===== src/hdl/csp_pkg.sv =====
// Shared types and constants for the cubic spline evaluator.
// Used by every module in this folder; no dependencies of its own.
package csp_pkg;

    localparam int DATA_W  = 32;
    localparam int ROW_W   = 10;
    localparam int COUNT_W = 11;
    localparam int Q_W     = DATA_W + 1;

    localparam logic FUNC_LOAD = 1'b0;
    localparam logic FUNC_EVAL = 1'b1;

    localparam logic [1:0] STAGE_QUAD = 2'd0;
    localparam logic [1:0] STAGE_LIN  = 2'd1;
    localparam logic [1:0] STAGE_Y    = 2'd2;

    typedef struct packed {
        logic                     func;
        logic [ROW_W-1:0]         row_index;
        logic signed [DATA_W-1:0] knot_x;
        logic signed [DATA_W-1:0] knot_y;
        logic signed [DATA_W-1:0] coef_lin;
        logic signed [DATA_W-1:0] coef_quad;
        logic signed [DATA_W-1:0] coef_cub;
        logic signed [DATA_W-1:0] query_x;
    } spline_in_t;

    typedef struct packed {
        logic signed [DATA_W-1:0] echo_x;
        logic signed [DATA_W-1:0] spline_y;
        logic [ROW_W-1:0]         segment;
        logic                     out_of_range;
        logic                     saturated;
    } spline_out_t;

    typedef struct packed {
        logic signed [DATA_W-1:0] knot_y;
        logic signed [DATA_W-1:0] coef_lin;
        logic signed [DATA_W-1:0] coef_quad;
        logic signed [DATA_W-1:0] coef_cub;
    } coef_row_t;

    typedef struct packed {
        logic start;
        logic ack;
    } hor_ctrl_t;

    typedef struct packed {
        logic                     done;
        logic                     saturated;
        logic signed [DATA_W-1:0] value;
    } hor_stat_t;

    typedef enum logic [2:0] {
        ST_IDLE,
        ST_LAST,
        ST_FIRST,
        ST_DIR,
        ST_SEARCH,
        ST_FETCH,
        ST_EVAL
    } seq_state_t;

    typedef enum logic [1:0] {
        H_IDLE,
        H_MUL,
        H_ADD,
        H_DONE
    } hor_state_t;

endpackage


===== src/hdl/csp_horner.sv =====
// Iterative Horner unit: three multiply and round-add-saturate passes.
// Each pass has a multiply step and an add step, with a register after the multiplier. Uses csp_pkg.
module csp_horner
    import csp_pkg::*;
(
    input  logic                  clk,
    input  logic                  rst_n,
    input  hor_ctrl_t             ctrl,
    input  logic signed [Q_W-1:0] q,
    input  coef_row_t             coef,
    output hor_stat_t             stat
);

    localparam int SUM_W = 50;

    hor_state_t               state_reg, state_next;
    logic [1:0]               stage_reg, stage_next;
    logic signed [DATA_W-1:0] acc_reg, acc_next;
    logic [63:0]              prod_reg, prod_next;
    logic                     neg_reg, neg_next;
    logic                     sat_reg, sat_next;

    logic signed [DATA_W-1:0] acc_src;
    logic [DATA_W-1:0]        mag_acc;
    logic [Q_W-1:0]           mag_q;
    logic [64:0]              prod_full;
    logic [63:0]              rounded;
    logic [SUM_W-1:0]         mag_r;
    logic signed [SUM_W-1:0]  term;
    logic signed [DATA_W-1:0] coef_sel;
    logic signed [SUM_W-1:0]  sum;
    logic                     clip;

    always_comb
    begin
        acc_src   = (stage_reg == STAGE_QUAD) ? coef.coef_cub : acc_reg;
        mag_acc   = acc_src[DATA_W-1] ? (~acc_src + 1'b1) : acc_src;
        mag_q     = q[Q_W-1] ? (~q + 1'b1) : q;
        prod_full = mag_acc * mag_q;
        rounded   = prod_reg + 64'h8000;
        mag_r     = {2'b00, rounded[63:16]};
        term      = neg_reg ? -$signed(mag_r) : $signed(mag_r);
        case (stage_reg)
            STAGE_QUAD: coef_sel = coef.coef_quad;
            STAGE_LIN:  coef_sel = coef.coef_lin;
            default:    coef_sel = coef.knot_y;
        endcase
        sum  = term + {{(SUM_W-DATA_W){coef_sel[DATA_W-1]}}, coef_sel};
        clip = !((sum[SUM_W-1:DATA_W-1] == '0) || (sum[SUM_W-1:DATA_W-1] == '1));
    end

    always_ff @(posedge clk or negedge rst_n)
    begin
        if (!rst_n)
        begin
            state_reg <= H_IDLE;
            stage_reg <= STAGE_QUAD;
            sat_reg   <= 1'b0;
        end
        else
        begin
            state_reg <= state_next;
            stage_reg <= stage_next;
            sat_reg   <= sat_next;
        end
    end

    always_ff @(posedge clk)
    begin
        acc_reg  <= acc_next;
        prod_reg <= prod_next;
        neg_reg  <= neg_next;
    end

    always_comb
    begin
        state_next = state_reg;
        stage_next = stage_reg;
        acc_next   = acc_reg;
        prod_next  = prod_reg;
        neg_next   = neg_reg;
        sat_next   = sat_reg;
        unique case (state_reg)
            H_IDLE:
            begin
                if (ctrl.start)
                begin
                    stage_next = STAGE_QUAD;
                    sat_next   = 1'b0;
                    state_next = H_MUL;
                end
            end
            H_MUL:
            begin
                prod_next  = prod_full[63:0];
                neg_next   = acc_src[DATA_W-1] ^ q[Q_W-1];
                state_next = H_ADD;
            end
            H_ADD:
            begin
                if (clip)
                begin
                    sat_next = 1'b1;
                    acc_next = sum[SUM_W-1] ? {1'b1, {(DATA_W-1){1'b0}}}
                                            : {1'b0, {(DATA_W-1){1'b1}}};
                end
                else
                begin
                    acc_next = sum[DATA_W-1:0];
                end
                if (stage_reg == STAGE_Y)
                begin
                    state_next = H_DONE;
                end
                else
                begin
                    stage_next = stage_reg + 2'd1;
                    state_next = H_MUL;
                end
            end
            H_DONE:
            begin
                if (ctrl.ack)
                begin
                    state_next = H_IDLE;
                end
            end
            default:
            begin
                state_next = H_IDLE;
            end
        endcase
    end

    assign stat.done      = (state_reg == H_DONE);
    assign stat.saturated = sat_reg;
    assign stat.value     = acc_reg;

`ifndef ASSERT_OFF
    a_add_follows_mul: assert property (@(posedge clk) disable iff (!rst_n)
        state_reg == H_ADD |-> $past(state_reg) == H_MUL)
        else $error("Horner add pass without a preceding multiply.");
`endif

endmodule


===== config.mk =====
export PLATFORM = sky130hd
export DESIGN_NAME = csp_horner
export DESIGN_NICKNAME = d
export VERILOG_FILES = /design/src/hdl/csp_pkg.sv /design/src/hdl/csp_horner.sv
export SDC_FILE = /design/constraint.sdc
export NUM_CORES = 2
export LEC_CHECK = 0
export BUFFER_PORTS_ARGS = -buffer_cell sky130_fd_sc_hd__buf_2
export CORE_MARGIN = 3
export CORE_UTILIZATION = 35
export DETAILED_ROUTE_END_ITERATION = 10
export PLACE_DENSITY = 0.56
export SLEW_MARGIN = 20
export SYNTH_ARGS = -nofsm -noshare
export SYNTH_HDL_FRONTEND = slang
export SYNTH_SLANG_ARGS = --single-unit

===== constraint.sdc =====
create_clock -name clk -period 32.7 [get_ports clk]
set_clock_uncertainty 0.1 [all_clocks]
set_input_delay 1.635 -clock clk [delete_from_list [all_inputs] [get_ports clk]]
set_output_delay 1.635 -clock clk [all_outputs]
set_load 0.02 [all_outputs]

# Word level (Yosys, flattened, before mapping)
# Cells that the tools add are included.
classes:
  add_sub_neg: 6
  mul: 1
  n_eq_ne: 10
  muxes: 17
  n_bitwise: 3
  n_reduce_logical: 8
ops:
  columns: ["cell", "n"]
  rows:
  - ["32-bit two-way mux", 4]
  - ["64-bit by 16-bit adder with 64-bit output, second input constant", 1]
  - ["32-bit by 33-bit multiplier with 64-bit output", 1]
  - ["32-bit one-hot mux with 2 select lines", 1]
  - ["50-bit adder", 1]
  - ["50-bit two-way mux", 1]
  - ["48-bit negator with 50-bit output", 1]
  - ["33-bit by 1-bit adder with 33-bit output, second input constant", 1]
  - ["33-bit two-way mux", 1]
  - ["33-bit inverter", 1]
  - ["32-bit by 1-bit adder with 32-bit output, second input constant", 1]
  - ["32-bit inverter", 1]
  - ["19-bit == test, second input constant", 1]
  - ["19-bit zero test", 1]
  - ["2-bit two-way mux", 5]
  - ["2-bit != test, second input constant", 4]
  - ["2-bit one-hot mux with 4 select lines", 1]
  - ["2-bit == test, second input constant", 3]
  - ["3-bit AND reduction", 2]
  - ["2-bit by 1-bit == test with 1-bit output, second input constant", 2]
  - ["2-bit zero test", 2]
  - ["2-bit one-hot mux with 2 select lines", 1]
  - ["2-bit by 1-bit adder with 2-bit output, second input constant", 1]
  - ["1-bit two-way mux", 2]
  - ["5 further kinds", 5]
word_totals:
  register_bits: 102
  input_bits: 165

# Logic depth before layout (Yosys ltp)
depth:
  ltp_word: 8
  depth_mapped: 48
  depth_no_buf: 39

# Worst setup path after synthesis
# OpenSTA, ideal clock, no wires.
synth_timing:
  path_type: "reg2reg"
  from: "register stage_reg[0]"
  to: "register prod_reg[58] (data pin)"
  setup_ns: 0.258
  arrival_ns: 11.487
  required_time_ns: 32.342
  setup_slack_ns: 20.855
  path_stages_with_launch: 46
  synth_period_minus_slack_ns: 11.845
  path_cell_list: "dfrtp_1 > inv_1 > ha_1 > clkbuf_1 > buf_2 > buf_2 > buf_2 > buf_1 > clkbuf_1 > clkbuf_1 > buf_1 > mux2i_1 > ha_1 > nand4_1 > nor3_1 > and2_1 > buf_2 > nor2_1 > (+10 left out) > fa_1 > fa_1 > inv_1 > fa_1 > inv_1 > ha_1 > clkbuf_1 > a311oi_1 > o211ai_1 > a2111oi_0 > a22o_1 > o21ai_1 > a221oi_1 > o21ai_1 > a211oi_1 > o21ai_1 > a21oi_1 > xnor2_1"
synth_via:
  elab_chain_cells: 6
synth_rtl:
  columns: ["element", "line_no", "text"]
  rows:
  - ["start, declared", "csp_horner.sv:17", "logic [1:0] stage_reg, stage_next;"]
  - ["start signal, assigned", "csp_horner.sv:63", "stage_reg <= stage_next;"]
  - ["2-bit zero test (*)", "csp_horner.sv:36", "acc_src = (stage_reg == STAGE_QUAD) ? coef.coef_cub : acc_reg;"]
  - ["32-bit two-way mux (*)", "csp_horner.sv:36", null]
  - ["32-bit inverter", "csp_horner.sv:37", "mag_acc = acc_src[DATA_W-1] ? (~acc_src + 1'b1) : acc_src;"]
  - ["32-bit by 1-bit adder with 32-bit output", "csp_horner.sv:37", null]
  - ["32-bit two-way mux (*)", "csp_horner.sv:37", null]
  - ["32-bit by 33-bit multiplier with 64-bit output (*)", "csp_horner.sv:39", "prod_full = mag_acc * mag_q;"]
  - ["via prod_full[58]", "csp_horner.sv:26", "logic [64:0] prod_full;"]
  - ["end signal, assigned", "csp_horner.sv:71", "prod_reg <= prod_next;"]
  - ["end, declared", "csp_horner.sv:19", "logic [63:0] prod_reg, prod_next;"]
# Mark *: on every way through the listed nets, which the timed path passes. The rest lies on a longest branch.
# A chain may end at the register's enable or synchronous reset.

# Worst setup path in the final report
layout_timing:
  from: "input coef[0] (netlist bit)"
  to: "register prod_reg[58] (data pin)"
layout_via:
  elab_chain_cells: 5
layout_rtl:
  columns: ["element", "line_no", "text"]
  rows:
  - ["start, declared", "csp_horner.sv:10", "input coef_row_t coef,"]
  - ["32-bit two-way mux (*)", "csp_horner.sv:36", null]
  - ["32-bit inverter", "csp_horner.sv:37", null]
  - ["32-bit by 1-bit adder with 32-bit output", "csp_horner.sv:37", null]
  - ["32-bit two-way mux (*)", "csp_horner.sv:37", null]
  - ["32-bit by 33-bit multiplier with 64-bit output (*)", "csp_horner.sv:39", null]
  - ["via prod_full[58]", "csp_horner.sv:26", null]
# Marked as above.

==> metrics <==
routed len/inst 21.4 um; CTS max path bufs 2; most frequent cells in the layout 1,013 x inv_1, 925 x fa_1, 886 x nand2_1; hold-fix buffers at CTS 0; Yosys reg bits 87; Buf/Inv on CP 9; Avg Synthesized Cell Area 8.45 um^2; critical path arrival 13.00 ns; Placer Congestion 0.953; DR vias 36,500; post-layout min period 12.99 ns; CTS H-tree depth 3; placed insts 6,893; Fillers 12,700; # resized after CTS 0; crit end category flop; Post-synth EDFFs 82; area grow syn2layout 8.69%; critical path depth in cells 36; Final Setup Violations 0; CTS Sinks 87; WP data required 32.72 ns; max incr delay on CP 0.93 ns; outcome complete, no violations; initial antenna violation count 13; Worst-path clk slew 0.07 ns; die area 130,000 um^2; Rel. slew slack 0.191; max reg flops 49; row count 129; crit start category primary input; first-pass GRT wire length approximately 230,000 um; vias in the first global route ~37,000; DP HPWL 122,000 um; sequential standard cell area 2590 um^2; nets roughly 6,700; Total Routing Usage GR 0.227; max cap viols 0; post-synthesis cell type count 94; IO Count 199; Port-buffer cells between 150 and 200; Post-synth top flop edfxtp_1; yosys warns 0; Seq/Total Area, Yosys 0.0589; DRT iter0 DRCs between 2,000 and 3,000; core area around 120,000 um^2; CTS tree yes; most common cell after layout, fill and taps aside inv_1; pin slew with the least headroom to its limit between 1 and 1.5 ns; setup TNS 0 ns; Final Core Density 0.385; Total Routed Length 148,000 um; hold depth 1; starting density of the core 0.354; RSZ-0062 raised after global routing false; Hold Path Class reg2reg; Post-Synthesis Net Count 6,601; slowest stage cell, crit path xor2_2; CTS root buf clkbuf_16; largest net degree at the start of global routing 63; critical path type in2reg; GRT overflow 0; placed cell area 47,400 um^2; Final Cell Area 47,700 um^2; height of the die roughly 360 um; Die X between 300 and 400 um; first-pass detailed-route iteration total 6; Setup Buffers After CTS 0; multi-input logic area 37,100 um^2; final non-filler cell total 6,918; Max Freq a little under 80 MHz; TritonCTS Buffers 9; cell area after synthesis 43,900 um^2; layout cell share with drive strength beyond 1 0.0819; Via density 5.28; final hold vios 0; clk_lat worst skew 0.37 ns; Crit path max-delay family adder cells; part of the cycle the worst path needs 0.397; final max-slew violation count 0; Mapped Cells 5,200; Post-DRT Antenna Nets 0; CP max FO 19; Reg2Reg Depth 37; drt drc 0; Post-synth ARST share 0.0575
==> per-layer routing <==
metal | vias up | part of all wire | track usage
li1 | 16100 | - | -
met1 | 18800 | 0.41 | 0.302
met2 | 1392 | 0.47 | 0.371
met3 | 241 | 0.076 | 0.0372
met4 | 6 | 0.047 | 0.0880
met5 | - | 0.00026 | 0
==> worst register-to-register path: cells and delay by family (launching register included) <==
family | cells | cell delay (ns)
AOI/OAI and AO/OA | 12 | 3.68
xor gates and xnor gates | 2 | 1.01
adders and majority gates | 11 | 5.21
buffers and inverters | 9 | 1.10
DFF | 1 | 0.40
muxes | 1 | 0.63
and+or+nand+nor | 2 | 0.34
==> cell type report <==
class | instances | share of cell area
Multi-Input combinational cell | 3846 | 0.778
Inverter | 1016 | 0.0799
Sequential cell | 87 | 0.0542
Tap cell | 1637 | 0.0429
Timing Repair Buffer | 308 | 0.0385
Clock buffer | 9 | 0.00472
Clock inverter | 7 | 0.00165
Antenna cell | 8 | 0.000419
==> per-stage QoR <==
stage | worst slack [ns] | hold slack [ns]
after floorplan | 20.86 | 0.394
after detailed placement | 19.47 | 0.437
final | 19.71 | 0.451
after global routing | 19.14 | 0.478
after CTS | 19.82 | 0.456
after global placement | 19.74 | 0.433
==> kinds of logic (layout without fill, tap and decap cells) <==
logic type,after synthesis,after routing,share of synthesized area
other,0,8,0
AO/OA/AOI/OAI,557,557,0.0845
adder cells (fa/ha/maj),1236,1236,0.510
flip-flops,87,87,0.0589
multiplexers,36,36,0.00840
buffers and inverters,1267,1340,0.110
XOR/XNOR,301,301,0.0604
AND/OR/NAND/NOR,1716,1716,0.168
==> synth_stat cells (6+ instances only) <==
library cell | n | area share
inv_1 | 1013 | 0.087
fa_1 | 925 | 0.42
nand2_1 | 886 | 0.076
nor2_1 | 475 | 0.041
ha_1 | 311 | 0.089
clkbuf_1 | 216 | 0.018
xnor2_1 | 179 | 0.036
a21oi_1 | 140 | 0.016
xor2_1 | 120 | 0.024
o21ai_0 | 99 | 0.011
edfxtp_1 | 82 | 0.056
a21o_1 | 77 | 0.013
nand3_1 | 46 | 0.0052
nand4_1 | 44 | 0.0063
and2_1 | 41 | 0.0058
nor3_1 | 40 | 0.0046
nand2b_1 | 34 | 0.0048
a22oi_1 | 32 | 0.0055
mux2i_1 | 29 | 0.0066
and3_1 | 26 | 0.0037
o31ai_1 | 26 | 0.0044
nor2b_1 | 24 | 0.0034
a31oi_1 | 23 | 0.0033
buf_2 | 23 | 0.0026
nor4_1 | 22 | 0.0031
o21bai_1 | 20 | 0.0034
o21a_1 | 16 | 0.0027
or3_1 | 16 | 0.0023
or4_1 | 16 | 0.0027
o211ai_1 | 13 | 0.0022
o21ai_1 | 12 | 0.0014
a211oi_1 | 8 | 0.0014
and4_1 | 8 | 0.0016
mux2_2 | 7 | 0.0018
o221ai_1 | 7 | 0.0014
o32ai_1 | 7 | 0.0014
o41ai_1 | 7 | 0.0014
a22o_1 | 6 | 0.0012
nor3b_1 | 6 | 0.0010
==> path summary, 6_finish.rpt <==
check,startpoint,end,slack [ns]
worst max-delay path,coef[0],prod_reg[58],19.71
worst min-delay path,stage_reg[0],stage_reg[0],0.45
worst max register to register,stage_reg[0],prod_reg[58],19.98
worst min register to register,stage_reg[0],stage_reg[0],0.45
max in group asynchronous,rst_n,stage_reg[1],31.39
min in group asynchronous,rst_n,sat_reg,0.97
Power is not shown: default switching activity piles up to over one toggle a cycle in this logic, so the estimate is an artifact.
