$ cat config.mk
export PLATFORM = sky130hd
export DESIGN_NAME = csp_seq
export DESIGN_NICKNAME = d
export VERILOG_FILES = /design/src/hdl/csp_pkg.sv /design/src/hdl/csp_seq.sv
export SDC_FILE = /design/constraint.sdc
export NUM_CORES = 1
export LEC_CHECK = 0
export ABC_AREA = 1
export BUFFER_PORTS_ARGS = -buffer_cell sky130_fd_sc_hd__buf_4
export CELL_PAD_IN_SITES_DETAIL_PLACEMENT = 2
export CELL_PAD_IN_SITES_GLOBAL_PLACEMENT = 2
export CORE_MARGIN = 1
export CORE_UTILIZATION = 29
export DETAILED_ROUTE_END_ITERATION = 12
export HOLD_SLACK_MARGIN = 0.02
export PLACE_DENSITY = 0.86
export SYNTH_ARGS = -nofsm -noshare
export SYNTH_HDL_FRONTEND = slang
export SYNTH_SLANG_ARGS = --single-unit
export TNS_END_PERCENT = 10
$ cat constraint.sdc
create_clock -name clk -period 4.6 [get_ports clk]
set_input_delay 0.23 -clock clk [delete_from_list [all_inputs] [get_ports clk]]
set_output_delay 0.23 -clock clk [all_outputs]
set_load 0.05 [all_outputs]
$ cat src/hdl/csp_pkg.sv
// Shared types and constants for the cubic spline evaluator.
// Used by every module in this folder; no dependencies of its own.
package csp_pkg;

    localparam int DATA_W  = 32;
    localparam int ROW_W   = 10;
    localparam int COUNT_W = 11;
    localparam int Q_W     = DATA_W + 1;

    localparam logic FUNC_LOAD = 1'b0;
    localparam logic FUNC_EVAL = 1'b1;

    localparam logic [1:0] STAGE_QUAD = 2'd0;
    localparam logic [1:0] STAGE_LIN  = 2'd1;
    localparam logic [1:0] STAGE_Y    = 2'd2;

    typedef struct packed {
        logic                     func;
        logic [ROW_W-1:0]         row_index;
        logic signed [DATA_W-1:0] knot_x;
        logic signed [DATA_W-1:0] knot_y;
        logic signed [DATA_W-1:0] coef_lin;
        logic signed [DATA_W-1:0] coef_quad;
        logic signed [DATA_W-1:0] coef_cub;
        logic signed [DATA_W-1:0] query_x;
    } spline_in_t;

    typedef struct packed {
        logic signed [DATA_W-1:0] echo_x;
        logic signed [DATA_W-1:0] spline_y;
        logic [ROW_W-1:0]         segment;
        logic                     out_of_range;
        logic                     saturated;
    } spline_out_t;

    typedef struct packed {
        logic signed [DATA_W-1:0] knot_y;
        logic signed [DATA_W-1:0] coef_lin;
        logic signed [DATA_W-1:0] coef_quad;
        logic signed [DATA_W-1:0] coef_cub;
    } coef_row_t;

    typedef struct packed {
        logic start;
        logic ack;
    } hor_ctrl_t;

    typedef struct packed {
        logic                     done;
        logic                     saturated;
        logic signed [DATA_W-1:0] value;
    } hor_stat_t;

    typedef enum logic [2:0] {
        ST_IDLE,
        ST_LAST,
        ST_FIRST,
        ST_DIR,
        ST_SEARCH,
        ST_FETCH,
        ST_EVAL
    } seq_state_t;

    typedef enum logic [1:0] {
        H_IDLE,
        H_MUL,
        H_ADD,
        H_DONE
    } hor_state_t;

endpackage

$ cat src/hdl/csp_seq.sv
// Query sequencer: end-knot direction check, binary segment search over the
// abscissa memory, row fetch and Horner hand-off. Uses csp_pkg.
module csp_seq
    import csp_pkg::*;
#(
    parameter int MAX_KNOTS = 1024
)
(
    input  logic                          clk,
    input  logic                          rst_n,
    input  logic                          start,
    input  logic signed [DATA_W-1:0]      query_x,
    input  logic [COUNT_W-1:0]            knot_count,
    input  logic signed [DATA_W-1:0]      x_rdata,
    output logic [$clog2(MAX_KNOTS)-1:0]  x_raddr,
    output logic [$clog2(MAX_KNOTS)-1:0]  row_raddr,
    output logic signed [Q_W-1:0]         q,
    output hor_ctrl_t                     hor_ctrl,
    input  hor_stat_t                     hor_stat,
    input  logic                          load_ok,
    output logic                          idle,
    output logic                          out_load,
    output spline_out_t                   result
);

    localparam int AW = $clog2(MAX_KNOTS);
    localparam int NW = AW + 1;
    localparam int EW = (NW > COUNT_W) ? NW : COUNT_W;

    seq_state_t               state_reg, state_next;
    logic signed [DATA_W-1:0] x_reg, x_next;
    logic signed [DATA_W-1:0] last_reg, last_next;
    logic [NW-1:0]            n_reg, n_next;
    logic [NW-1:0]            lo_reg, lo_next;
    logic [NW-1:0]            hi_reg, hi_next;
    logic [AW-1:0]            mid_reg, mid_next;
    logic [AW-1:0]            seg_reg, seg_next;
    logic                     asc_reg, asc_next;
    logic                     oor_reg, oor_next;
    logic signed [Q_W-1:0]    q_reg, q_next;

    logic [EW-1:0]            count_wide;
    logic [EW-1:0]            n_wide;
    logic [NW-1:0]            n_last;
    logic                     pred;
    logic [NW-1:0]            mid_wide;
    logic [NW-1:0]            lo_step;
    logic [NW-1:0]            hi_step;
    logic [NW:0]              span_sum;
    logic [NW-1:0]            k_less;
    logic [AW-1:0]            seg_found;
    logic                     dir_asc;
    logic [EW-1:0]            seg_wide;

    always_comb
    begin
        count_wide = EW'(knot_count);
        if (count_wide < EW'(2))
        begin
            n_wide = EW'(2);
        end
        else if (count_wide > EW'(MAX_KNOTS))
        begin
            n_wide = EW'(MAX_KNOTS);
        end
        else
        begin
            n_wide = count_wide;
        end
        n_last    = n_reg - NW'(1);
        pred      = asc_reg ? (x_reg < x_rdata) : (x_reg > x_rdata);
        mid_wide  = NW'(mid_reg);
        lo_step   = pred ? lo_reg : (mid_wide + NW'(1));
        hi_step   = pred ? mid_wide : hi_reg;
        span_sum  = {1'b0, lo_step} + {1'b0, hi_step};
        k_less    = lo_step - NW'(1);
        seg_found = (lo_step == '0) ? '0 : k_less[AW-1:0];
        dir_asc   = (last_reg >= x_rdata);
        seg_wide  = EW'(seg_reg);
    end

    always_ff @(posedge clk or negedge rst_n)
    begin
        if (!rst_n)
        begin
            state_reg <= ST_IDLE;
            n_reg     <= NW'(2);
            lo_reg    <= '0;
            hi_reg    <= NW'(1);
        end
        else
        begin
            state_reg <= state_next;
            n_reg     <= n_next;
            lo_reg    <= lo_next;
            hi_reg    <= hi_next;
        end
    end

    always_ff @(posedge clk)
    begin
        x_reg    <= x_next;
        last_reg <= last_next;
        mid_reg  <= mid_next;
        seg_reg  <= seg_next;
        asc_reg  <= asc_next;
        oor_reg  <= oor_next;
        q_reg    <= q_next;
    end

    always_comb
    begin
        state_next = state_reg;
        x_next     = x_reg;
        last_next  = last_reg;
        n_next     = n_reg;
        lo_next    = lo_reg;
        hi_next    = hi_reg;
        mid_next   = mid_reg;
        seg_next   = seg_reg;
        asc_next   = asc_reg;
        oor_next   = oor_reg;
        q_next     = q_reg;
        x_raddr    = mid_reg;
        hor_ctrl   = '0;
        out_load   = 1'b0;
        idle       = 1'b0;
        unique case (state_reg)
            ST_IDLE:
            begin
                idle = 1'b1;
                if (start)
                begin
                    x_next     = query_x;
                    n_next     = n_wide[NW-1:0];
                    state_next = ST_LAST;
                end
            end
            ST_LAST:
            begin
                x_raddr    = n_last[AW-1:0];
                state_next = ST_FIRST;
            end
            ST_FIRST:
            begin
                x_raddr    = '0;
                last_next  = x_rdata;
                state_next = ST_DIR;
            end
            ST_DIR:
            begin
                asc_next   = dir_asc;
                oor_next   = dir_asc ? (x_reg > last_reg) : (x_reg < last_reg);
                lo_next    = '0;
                hi_next    = n_reg;
                mid_next   = n_reg[AW:1];
                x_raddr    = n_reg[AW:1];
                state_next = ST_SEARCH;
            end
            ST_SEARCH:
            begin
                if (lo_step == hi_step)
                begin
                    seg_next   = seg_found;
                    oor_next   = oor_reg | (lo_step == '0);
                    x_raddr    = seg_found;
                    state_next = ST_FETCH;
                end
                else
                begin
                    lo_next  = lo_step;
                    hi_next  = hi_step;
                    mid_next = span_sum[AW:1];
                    x_raddr  = span_sum[AW:1];
                end
            end
            ST_FETCH:
            begin
                q_next         = {x_reg[DATA_W-1], x_reg} - {x_rdata[DATA_W-1], x_rdata};
                hor_ctrl.start = 1'b1;
                state_next     = ST_EVAL;
            end
            ST_EVAL:
            begin
                if (hor_stat.done && load_ok)
                begin
                    out_load     = 1'b1;
                    hor_ctrl.ack = 1'b1;
                    state_next   = ST_IDLE;
                end
            end
            default:
            begin
                state_next = ST_IDLE;
            end
        endcase
    end

    assign row_raddr           = seg_reg;
    assign q                   = q_reg;
    assign result.echo_x       = x_reg;
    assign result.spline_y     = hor_stat.value;
    assign result.segment      = seg_wide[ROW_W-1:0];
    assign result.out_of_range = oor_reg;
    assign result.saturated    = hor_stat.saturated;

`ifndef ASSERT_OFF
    a_search_window: assert property (@(posedge clk) disable iff (!rst_n)
        state_reg == ST_SEARCH |-> (lo_reg < hi_reg) && (hi_reg <= n_reg))
        else $error("Segment search window is empty or exceeds the knot count.");

    a_segment_bound: assert property (@(posedge clk) disable iff (!rst_n)
        state_reg == ST_FETCH |-> NW'(seg_reg) < n_reg)
        else $error("Selected segment lies beyond the rows in use.");

    a_load_needs_result: assert property (@(posedge clk) disable iff (!rst_n)
        out_load |-> hor_stat.done && load_ok)
        else $error("Result loaded before the Horner unit finished.");
`endif

endmodule
## After elaboration in Yosys (flattened, before gate mapping)

Cells that the tools add are included.

- $add $sub $neg: 5
- Reduce and logical (&&, ||, !) cells: 9
- Eq/ne operators: 11
- Bitwise logic cells: 1
- $lt $le $gt $ge: 7
- Multiplexer cells: 25

Operators with widths:

| operator | number |
|---|---|
| 11-bit two-way mux | 6 |
| 32-bit > comparator | 2 |
| 32-bit less-than comparator | 2 |
| 11-bit case mux with 2 select lines | 2 |
| 10-bit case mux with 4 select lines | 1 |
| 32-bit by 32-bit subtractor with 33-bit output | 1 |
| 32-bit >= comparator | 1 |
| 10-bit two-way mux | 3 |
| 3-bit case mux with 7 select lines | 1 |
| 10-bit case mux with 2 select lines | 1 |
| 10-bit by 1-bit subtractor with 10-bit output (second input constant) | 2 |
| 10-bit by 1-bit adder with 11-bit output (second input constant) | 1 |
| 11-bit adder | 1 |
| 11-bit equality test | 1 |
| 11-bit > comparator (second input constant) | 1 |
| 11-bit zero test | 1 |
| 11-bit by 2-bit less-than comparator with 1-bit output (second input constant) | 1 |
| 3-bit equality test (second input constant) | 3 |
| 3-bit two-way mux | 3 |
| 2-bit != test (second input constant) | 4 |
| 2-bit AND reduction | 4 |
| 1-bit two-way mux | 7 |
| 3-bit by 2-bit equality test with 1-bit output (second input constant) | 2 |
| 3-bit by 1-bit equality test with 1-bit output (second input constant) | 1 |
| 6 further kinds | 6 |

- Input bits: 113
- Register bits: 155

## Depth between registers and ports, before layout

Gate-level depths: netlist (run 1).

- Word-level depth: 7
- Mapped depth: 33

## Worst setup path before layout (run 1)

Ideal clock, no wire load.

- Path type: reg-to-output
- Start: reg x_reg[10]
- End: out x_raddr[0]
- Arrival time: 4.808 ns
- Stages on the path, launching flop included: 23
- Path slack: -0.438 ns
- Data required time: 4.370 ns
- Path buffers: 4
- Cell sequence: edfxtp_1 -> ha_1 -> a21oi_1 -> o21ai_0 -> a21oi_2 -> nand2_4 -> nand2_4 -> nand2_2 -> nand2_4 -> nand2_8 -> buf_12 -> buf_6 -> buf_2 -> o21ai_0 -> ha_1 -> nor2_1 -> nand3_1 -> nor4_1 -> nand2_2 -> nor2_2 -> buf_2 -> nand2_1 -> a31oi_1

- Word-level cells in the longest chain between the ends: 7
- Elaborated cells on any way between the ends: 12
- Those cells by class: add/sub (2); order compare (2); eq/ne (1); mux (6); reduce/logical (1)

Ends and longest elaborated chain:

| element | line | text |
|---|---|---|
| start, declared | csp_seq.sv:31 | `logic signed [DATA_W-1:0] x_reg, x_next;` |
| start signal, assigned | csp_seq.sv:102 | `x_reg <= x_next;` |
| 32-bit > comparator or 32-bit less-than comparator (tied branches) | csp_seq.sv:71 | `pred = asc_reg ? (x_reg < x_rdata) : (x_reg > x_rdata);` |
| 1-bit two-way mux * | csp_seq.sv:71 |  |
| 11-bit two-way mux | csp_seq.sv:73 | `lo_step = pred ? lo_reg : (mid_wide + NW'(1));` |
| 10-bit by 1-bit subtractor with 10-bit output or 11-bit zero test (tied branches) | csp_seq.sv:76, csp_seq.sv:77 |  |
| 10-bit two-way mux | csp_seq.sv:77 | `seg_found = (lo_step == '0) ? '0 : k_less[AW-1:0];` |
| 10-bit two-way mux * | csp_seq.sv:162 | `if (lo_step == hi_step)` |
| 10-bit case mux with 4 select lines * | csp_seq.sv:128 | `unique case (state_reg)` |
| end, declared | csp_seq.sv:15 | `output logic [$clog2(MAX_KNOTS)-1:0] x_raddr,` |

Mark *: on every way between the ends. The rest lies on a longest branch, timed or not.

## Worst setup path in the final report (run 1)

- Start: reg x_reg[9]
- End: out x_raddr[2]

Same word-level chain as after synthesis.

==> summary.txt, run 1 <==
multiplexer share of the synthesized area: 0%
Hold Path Stages: 3
VDD IR-drop max: 0.000630 V
DR pass1 iterations: 7
gr usage total: 30.3%
met2 usage: 55.9%
YS warnings: 0
vias post-DR: 11666
Routed Antenna Nets: 0
Setup WS post-layout: -0.769 ns
post-synthesis sequential area ratio: 41.7%
crit path cell chain: ha_2, nand2_1, nor3_2, nand3_1, o21ai_4, nand2_8, nand2_8, buf_6, buf_4, nand2_1, o21ai_2, inv_2, ha_4, inv_2, nand4_1, nor4_4, nand2_2, buf_4, nand4_1, nand3_1, nand3b_1, buf_6
total congestion overflow: 0
failing checks: setup timing
commonest non-fill, non-tap cell in the layout: buf_4
unrepaired setup endpoints after global routing: yes
largest net degree at the start of global routing: 42
die width: 194 um
Distinct cells, synth: 56
Yosys reg bits: 155
clock latency on the worst-skew pair: 0.52 ns
Worst Path Arrival: 5.14 ns
Crit. End Element: output pin
Synth area leader: edfxtp_1
CTS buffer count: 17
final hold violation count: 0
commonest non-fill, non-tap cells in the layout: 328 x buf_4, 238 x nand2_1, 165 x inv_1, 119 x edfxtp_1, 71 x ha_1
Die ar.: 37800 um2
post-route minimum period: 5.37 ns
syn nets: 1469
Worst-path clk slew: 0.09 ns
Hold EP: n_reg[1]
Detailed Route WL: 61300 um
slowest stage cell, crit path: nor3_2
CP max FO: 7
Max Cap Violations: 0
vias in the first global route: 12986
Post-Syn Area: 10700 um2
CP Launch Type: flip-flop
Setup-failing EPs final: 53
Placed Cells: 1876
hold_sp: knot_count[1]
DRC viols: 0
Synth Area in Adders: 13.1%
Core ar.: 36500 um2
Max Slew Vio Count: 0
hold crit path type: in -> reg
clk buf depth: 2
IO Port Bufs: 179
run status: complete, but fails checks
post-DP HPWL: 33000 um
Max H-tree Level: 4
top-area cell type share of the netlist area: 33.3%
Syn Area/Cell: 8.62 um2
clock sink total: 155
DR WL/cell: 29.1 um
GPL Wtd Cong: 0.897
reg2reg end: mid_reg[5]
max FFs per register: 33
Top Usage Layer GRT: met2
CP required: 4.37 ns
die height: 194 um
FF-to-FF Start: x_reg[9]
1st-iter DRT viols: 694
slowest stage delay, CP: 0.53 ns
Post-Layout Inst Area: 16100 um2
FP Rows: 70
layout cells sized above 1: 36.0%
fraction of the mapped netlist area in simple logic gates: 20.0%
fin cells: 2108
Gate Count Post-Synth: 1245
Final period util: 117%
R2R depth: 28
n_diodes: 0
antenna violations before repair: 0
main combinational cell family by area after synthesis: simple AND/OR/NAND/NOR gates
critical path type: reg -> out
first-pass GRT wire length: 84300 um
effective utilization at floorplan: 29.4%
Final Skew: 0.0507 ns
Compound-Gate Fraction of Synth Area: 11.0%
pwr dens: 719 nW/um2
top cells by area, synth: edfxtp_1 33%, ha_1 13%, nand2_1 9.6%
I/O pin cnt: 246
clk root buf: clkbuf_16
Highest Clock Rate: 0.186 GHz
GR Util met3: 5.57%
dpl cell area: 12600 um2
Final #Nets: 1851
vias per inst: 5.53
Tightest Pin Transition: 1.36 ns
CTS tree: yes
cell leakage power: 7.36 nW
post-synthesis xor/xnor area fraction: 3.42%
worst rel slew slack: 9.54%
synthesis-to-finish area growth: 49.8%
final core utilization: 44.0%
Reg2Reg Setup Slack: -0.62 ns
met1 usage: 31.0%
cell families (layout without fill, tap and decap cells):
| kind of cell | after synthesis | count (layout) |
|---|---|---|
| compound gates | 207 | 207 |
| xor+xnor | 41 | 41 |
| fa+ha+maj | 111 | 111 |
| buf+inv | 250 | 645 |
| flops | 155 | 155 |
| simple gates | 481 | 481 |
Yosys cell counts, drive strengths merged:
cell	count
o22ai	2
nand2	290
o21ai	87
edfxtp	119
o21a	2
o21bai	2
nor4b	1
a21boi	2
nor3	11
and3	1
nand4	16
a221oi	2
dfrtp	34
a21oi	74
o221ai	2
a31oi	13
xnor2	15
a211oi	5
nand3b	4
nand3	73
fa	2
clkbuf	6
inv	188
or2	6
and2	1
o41ai	1
buf	53
o211ai	7
a22oi	3
nor2	69
o31ai	2
a21o	2
xor2	26
nor4	9
clkinv	3
ha	109
a32oi	1
dfstp	2
how the worst max path moves through the flow:
stage | endpoint | start | cells after the start | slack, ns
floorplan | x_raddr[8] | x_reg[10] | 22 | -0.08
global placement | x_raddr[7] | x_reg[31] | 24 | -0.19
detailed placement | x_raddr[7] | x_reg[31] | 24 | -0.30
CTS | x_raddr[4] | x_reg[19] | 31 | -0.09
global route | x_raddr[2] | x_reg[9] | 23 | -0.90
finish | x_raddr[2] | x_reg[9] | 22 | -0.77
layer usage:
layer  part of all wire (%)  vias to the layer above
li1                       -                     4931
met1                     35                     5840
met2                     51                      596
met3                    5.2                      299
met4                    8.5                        0
met5                      0                        -
where the power goes:
group | switching (mW) | internal, mW | total (mW)
Combinational | 4.80 | 2.69 | 7.49
Sequential | 0.348 | 2.03 | 2.38
Clock | 0.773 | 0.923 | 1.70
Total | 5.92 | 5.64 | 11.6
through the flow:
step | hold slack (ns) | setup slack, ns | TNS [ns] | total power, mW
3_3_place_gp | 0.252 | -0.190 | -0.659 | 7.32
6_report | 0.0267 | -0.769 | -16.67 | 11.6
2_1_floorplan | -0.0656 | -0.0758 | -0.296 | 5.75
3_5_place_dp | 0.259 | -0.305 | -1.71 | 7.58
5_1_grt | 0.0437 | -0.903 | -24.50 | 11.9
4_1_cts | 0.0232 | -0.0876 | -0.605 | 10.3
critical path: cells and delay by family, from the launching register on:
| kind | cells | cell delay (ns) |
|---|---|---|
| adder cells (fa/ha/maj) | 2 | 0.67 |
| buffers and inverters | 6 | 0.77 |
| AO/OA/AOI/OAI | 2 | 0.38 |
| flip-flops | 1 | 0.46 |
| AND/OR/NAND/NOR | 12 | 2.31 |
area by class of cell:
| cell class | count | area [um2] |
|---|---|---|
| clock buffer | 17 | 425 |
| sequential | 155 | 4480 |
| tap | 468 | 586 |
| clock inverter | 15 | 214 |
| timing repair buffer | 422 | 3490 |
| fill | 3894 | 20400 |
| multi-input combinational | 840 | 6170 |
| inverter | 191 | 721 |
what timing repair did:
| action | 4_1_cts | 5_1_grt |
|---|---|---|
| setup endpoints to repair | 45 | 57 |
| endpoints found under the hold margin | 100 | 0 |
| hold buffers | 67 | 0 |
| pin swaps | 48 | 37 |
| setup buffers | 108 | 29 |
| resized for setup | 136 | 91 |
| cloned | 1 | 0 |
(Power assumes the default switching activity.)
==> run 2: changes to the inputs <==
--- a/config.mk
+++ b/config.mk
@@ -13,7 +13,7 @@
 export CORE_UTILIZATION = 29
 export DETAILED_ROUTE_END_ITERATION = 12
 export HOLD_SLACK_MARGIN = 0.02
-export PLACE_DENSITY = 0.86
+export PLACE_DENSITY = 0.79
 export SYNTH_ARGS = -nofsm -noshare
 export SYNTH_HDL_FRONTEND = slang
 export SYNTH_SLANG_ARGS = --single-unit
==> summary.txt, run 2 (synthesized netlist as in run 1, its figures left out) <==
DR WL/cell: 28.0 um
largest net degree at the start of global routing: 42
Reg2Reg Setup Slack: 0.01 ns
layout cells sized above 1: 33.4%
cell family with most CP delay: simple AND/OR/NAND/NOR gates
hold crit path type: in -> reg
unrepaired setup endpoints after global routing: yes
Hold EP: n_reg[6]
CP Launch Type: flip-flop
run status: complete, but fails checks
first-pass GRT wire length: 75500 um
Detailed Route WL: 57800 um
clk buf depth: 2
cell leakage power: 7.09 nW
Max H-tree Level: 4
vias per inst: 5.43
fin cells: 2065
total congestion overflow: 0
Max Slew Vio Count: 0
vias in the first global route: 12231
Setup-failing EPs final: 10
VDD IR-drop max: 0.000686 V
final hold violation count: 0
reg2reg end: hi_reg[4]
Highest Clock Rate: 0.197 GHz
FF-to-FF Start: x_reg[9]
slowest stage cell, crit path: ha_1
post-DP HPWL: 32400 um
hold_ws: 0.0134 ns
max FFs per register: 33
Bufs and invs on worst path: 5
post-route minimum period: 5.08 ns
multi-input logic area: 6160 um2
Crit. End Element: output pin
R2R depth: 22
commonest non-fill, non-tap cell in the layout: buf_4
failing checks: setup timing
FF+latch area: 4480 um2
Setup WS post-layout: -0.485 ns
Routed Antenna Nets: 0
Hold Path Stages: 3
Worst-path clk slew: 0.08 ns
Post-Place Setup Slack: -0.0229 ns
clock sink total: 155
Final #Nets: 1807
I/O pin cnt: 246
clk root buf: clkbuf_16
gr usage total: 26.7%
fillers: 3909
Die ar.: 37800 um2
GPL Wtd Cong: 0.873
die width: 194 um
antenna violations before repair: 0
slowest stage delay, CP: 0.48 ns
1st-iter DRT viols: 655
die height: 194 um
Core ar.: 36500 um2
CTS buffer count: 17
clock latency on the worst-skew pair: 0.50 ns
vias post-DR: 11211
pwr dens: 701 nW/um2
DRC viols: 0
IO Port Bufs: 179
worst rel slew slack: 16.3%
Tightest Pin Transition: 1.25 ns
Worst Path Arrival: 4.85 ns
critical path type: reg -> out
FP Rows: 70
Final Skew: 0.0209 ns
commonest non-fill, non-tap cells in the layout: 284 x buf_4, 235 x nand2_1, 164 x inv_1, 119 x edfxtp_1
Crit. path cell count: 21
synthesis-to-finish area growth: 45.8%
hold_sp: knot_count[6]
CTS tree: yes
crit path cell chain: ha_1, nand2_1, nor4_2, nand2_4, nand2_4, nand2_4, nand3_4, nand2_8, buf_6, o21ai_4, ha_4, inv_2, nand4_1, nor4_4, nand2_2, nor2_4, buf_6, buf_8, a21oi_4, a21oi_2, buf_6
Placed Cells: 1875
CP max FO: 8
Max Cap Violations: 0
DR pass1 iterations: 5
Final period util: 111%
effective utilization at floorplan: 29.4%
CP required: 4.37 ns
==> run 2: changes by cell type in the layout (fill, tap and decap cells not counted), sizes merged <==
cell         previous run  this run
buf                   355       302
bufinv                  4         2
clkbuf                 17        18
clkinv                  5         9
clkinvlp                2         3
diode                   0         1
dlygate4sd3            67        72
inv                   195       192
nand2                 290       293
==> run 2: cell type report <==
type	count	area share, %
Inverter	191	4.63
Multi-Input combinational cell	843	39.4
Sequential cell	155	28.6
Timing Repair Buffer	375	19.9
Clock inverter	15	0.944
Antenna cell	1	0.0160
Clock buffer	17	2.72
Tap cell	468	3.74
==> run 2: where the power goes <==
| group | leakage, nW | internal, mW | switching [mW] | total, mW |
|---|---|---|---|---|
| Sequential | 1.56 | 2.03 | 0.347 | 2.38 |
| Combinational | 5.26 | 2.45 | 4.61 | 7.06 |
| Clock | 0.272 | 0.796 | 0.727 | 1.52 |
==> run 2: worst max-delay path by stage <==
stage                      end  startpoint  slack, ns
global route        x_raddr[9]    x_reg[9]      -0.55
global placement    x_raddr[9]   x_reg[24]       0.21
CTS                 x_raddr[7]   x_reg[27]      -0.14
detailed placement  x_raddr[9]    x_reg[6]      -0.02
floorplan           x_raddr[8]   x_reg[10]      -0.08
finish              x_raddr[9]    x_reg[9]      -0.48
==> run 2: metal layers <==
layer	global-route usage, %	wire length (um)
met5	0	0
met4	14.3	3190
met3	4.25	2730
met2	48.9	30200
met1	29.6	21700
==> run 2: repair_timing <==
action,in CTS,in global routing
pin swaps,24,59
resized for setup,88,118
setup buffers,37,44
setup endpoints to repair,10,45
hold buffers,72,0
cloned,1,3
endpoints found under the hold margin,105,0
==> run 2: stage by stage <==
stage	utilization [%]	setup TNS [ns]	total power [mW]	cell area [um2]
after floorplan	-	-0.296	5.75	10800
after global placement	34.5	0	7.36	12600
after detailed placement	34.5	-0.0229	7.56	12600
after CTS	40.4	-0.852	9.66	14800
after global routing	42.8	-5.13	11.4	15600
final	42.8	-4.33	11.0	15600
==> run 2: tightest hold or removal path: cells and delay by family <==
family	cells	cell delay, ns
compound gates	1	0.08
buf+inv	1	0.09
simple gates	1	0.07
==> run 3: changes to the inputs <==
--- a/config.mk
+++ b/config.mk
@@ -5,14 +5,15 @@
 export SDC_FILE = /design/constraint.sdc
 export NUM_CORES = 1
 export LEC_CHECK = 0
-export ABC_AREA = 1
+export ABC_AREA = 0
 export BUFFER_PORTS_ARGS = -buffer_cell sky130_fd_sc_hd__buf_4
 export CELL_PAD_IN_SITES_DETAIL_PLACEMENT = 2
 export CELL_PAD_IN_SITES_GLOBAL_PLACEMENT = 2
 export CORE_MARGIN = 1
-export CORE_UTILIZATION = 29
+export CORE_UTILIZATION = 31
 export DETAILED_ROUTE_END_ITERATION = 12
 export HOLD_SLACK_MARGIN = 0.02
+export MAX_ROUTING_LAYER = met4
 export PLACE_DENSITY = 0.79
 export SYNTH_ARGS = -nofsm -noshare
 export SYNTH_HDL_FRONTEND = slang
==> summary.txt, run 3 <==
unrepaired setup endpoints after global routing: yes
die width: 190 um
GPL Wtd Cong: 0.902
Max Cap Violations: 0
Core ar.: 34600 um2
DR pass1 iterations: 7
clock sink total: 155
final core utilization: 46.8%
1st-iter DRT viols: 621
Reg2Reg Setup Slack: -0.67 ns
FFs w/ async S/R, synth: 23.2%
Final Skew: 0.0284 ns
run status: complete, but fails checks
R2R depth: 22
DR WL/cell: 28.6 um
total congestion overflow: 0
clock latency on the worst-skew pair: 0.48 ns
Yosys reg bits: 155
gr usage total: 30.7%
Setup-failing EPs final: 61
commonest non-fill, non-tap cell in the layout: buf_4
fin cells: 1986
antenna violations before repair: 2
syn nets: 1306
effective utilization at floorplan: 31.6%
Post-Layout Inst Area: 16200 um2
post-route setup TNS: -38.71 ns
FP Rows: 68
worst rel slew slack: 18.1%
top_reg_cell synth: edfxtp_1
Tightest Pin Transition: 1.23 ns
Placed Cells: 1852
synthesis-to-finish area growth: 48.1%
Highest Clock Rate: 0.169 GHz
first-pass GRT wire length: 79100 um
Post-Syn Area: 10900 um2
die height: 190 um
Routed Antenna Nets: 0
hold_sp: x_rdata[20]
Setup WS post-layout: -1.32 ns
VDD IR-drop max: 0.000680 V
post-route minimum period: 5.92 ns
Pwr Total: 11.5 mW
critical path type: reg -> out
CTS tree: yes
hold crit path type: in -> reg
hold_ws: 0.0428 ns
Detailed Route WL: 56800 um
Crit. End Element: output pin
clk buf depth: 2
Worst-path clk slew: 0.07 ns
vias post-DR: 11162
Post-Place Setup Slack: -0.788 ns
top cells by area, synth: edfxtp_1 33%, ha_1 12%, dfrtp_1 7.8%
CP required: 4.37 ns
layout cells sized above 1: 38.2%
CTS buffer count: 17
top-area cell type share of the netlist area: 32.7%
most frequent cell after synthesis: edfxtp_1
dpl cell area: 14200 um2
vias per inst: 5.62
post-synthesis sequential area ratio: 40.9%
Gate Count Post-Synth: 1082
reg2reg end: mid_reg[9]
clk root buf: clkbuf_16
Final #Nets: 1739
synth cell count leaders: 119 x edfxtp_1, 109 x ha_1, 89 x inv_1
largest net degree at the start of global routing: 37
FF-to-FF Start: x_reg[8]
commonest non-fill, non-tap cells in the layout: 387 x buf_4, 119 x edfxtp_1, 91 x ha_1, 83 x inv_1, 73 x nand2_1
final hold violation count: 0
CP Launch Type: flip-flop
max FFs per register: 33
Die ar.: 36000 um2
Worst Path Arrival: 5.69 ns
post-DP HPWL: 34700 um
failing checks: setup timing
Distinct cells, synth: 88
Hold EP: last_reg[20]
EDFF count, synth: 119
Final period util: 129%
Max Slew Vio Count: 0
I/O pin cnt: 246
Max H-tree Level: 4
cell leakage power: 7.29 nW
DRC viols: 0
Syn Area/Cell: 10.1 um2
Hold Path Stages: 2
IO Port Bufs: 179
vias in the first global route: 12302
Synth area leader: edfxtp_1
fillers: 3549
CP max FO: 8
YS warnings: 0
pwr dens: 713 nW/um2
[run 3: cell types whose count changed in the layout (fill, tap and decap cells not counted), moves of 19 or more]
| cell | change |
|---|---|
| nand2_1 | -162 |
| buf_4 | +103 |
| inv_1 | -81 |
| nand3_1 | -39 |
| a21o_1 | +36 |
| nand2_2 | -36 |
| xnor2_1 | +22 |
| ha_1 | +19 |
| nor2b_1 | +19 |
[run 3: power by group]
| part | total (mW) | switching, mW | internal [mW] |
|---|---|---|---|
| Clock | 1.46 | 0.655 | 0.810 |
| Sequential | 2.48 | 0.449 | 2.03 |
| Combinational | 7.61 | 4.46 | 3.14 |
| Total | 11.5 | 5.57 | 5.98 |
[run 3: layer usage]
metal / routed length, um / global-route usage [%] / up-vias
met5: 0 / - / -
met3: 2950 / 4.15 / 210
met1: 22000 / 34.9 / 5670
met2: 28800 / 53.5 / 525
met4: 3040 / 13.9 / 0
li1: - / - / 4757
[run 3: critical path, stage by stage (launching register included)]
cell      delay (ns)
edfxtp_1        0.41
ha_1            0.45
and4_1          0.33
nand4_1         0.18
a31o_2          0.28
a31o_4          0.24
a211o_4         0.41
nand2_8         0.13
buf_12          0.12
mux2i_4         0.25
inv_2           0.07
ha_4            0.28
a21o_1          0.18
a21oi_4         0.11
nor3b_1         0.32
o22ai_1         0.15
nand2_2         0.16
nand2_2         0.10
a21oi_2         0.23
mux2_2          0.37
o32a_4          0.32
buf_6           0.15
[run 3: final cells by class]
cell class	count	area (um2)	area share, %
multi-input cells	766	6290	38.8
clock inverters	9	98.8	0.610
diodes	3	7.51	0.0463
clock buffers	23	458	2.83
repair buffers	485	3960	24.4
well taps	455	569	3.51
flip-flops and latches	155	4480	27.6
inverters	90	342	2.11
[run 3: worst max-delay path by stage]
stage / startpoint / endpoint / cells after the start
floorplan: x_reg[24] / x_raddr[9] / 22
global placement: x_reg[29] / x_raddr[6] / 18
finish: x_reg[8] / x_raddr[6] / 21
global route: x_reg[8] / x_raddr[6] / 21
detailed placement: x_reg[29] / x_raddr[6] / 18
CTS: x_reg[31] / x_raddr[2] / 18
[run 3: logic make-up after synthesis]
logic type / Yosys count / synth area share (%)
flops: 155 / 40.9
mux: 28 / 2.76
simple gates: 299 / 14.3
compound gates: 272 / 16.8
buf+inv: 162 / 7.94
xor+xnor: 55 / 4.41
fa+ha+maj: 111 / 12.8
[run 3: repair_timing]
item | in CTS | in global routing
endpoints found under the setup margin | 60 | 60
hold endpoints to repair | 101 | 0
buffers inserted | 19 | 13
pin swaps | 36 | 20
hold buffers | 68 | 0
cloned | 1 | 0
gates resized for setup | 72 | 40
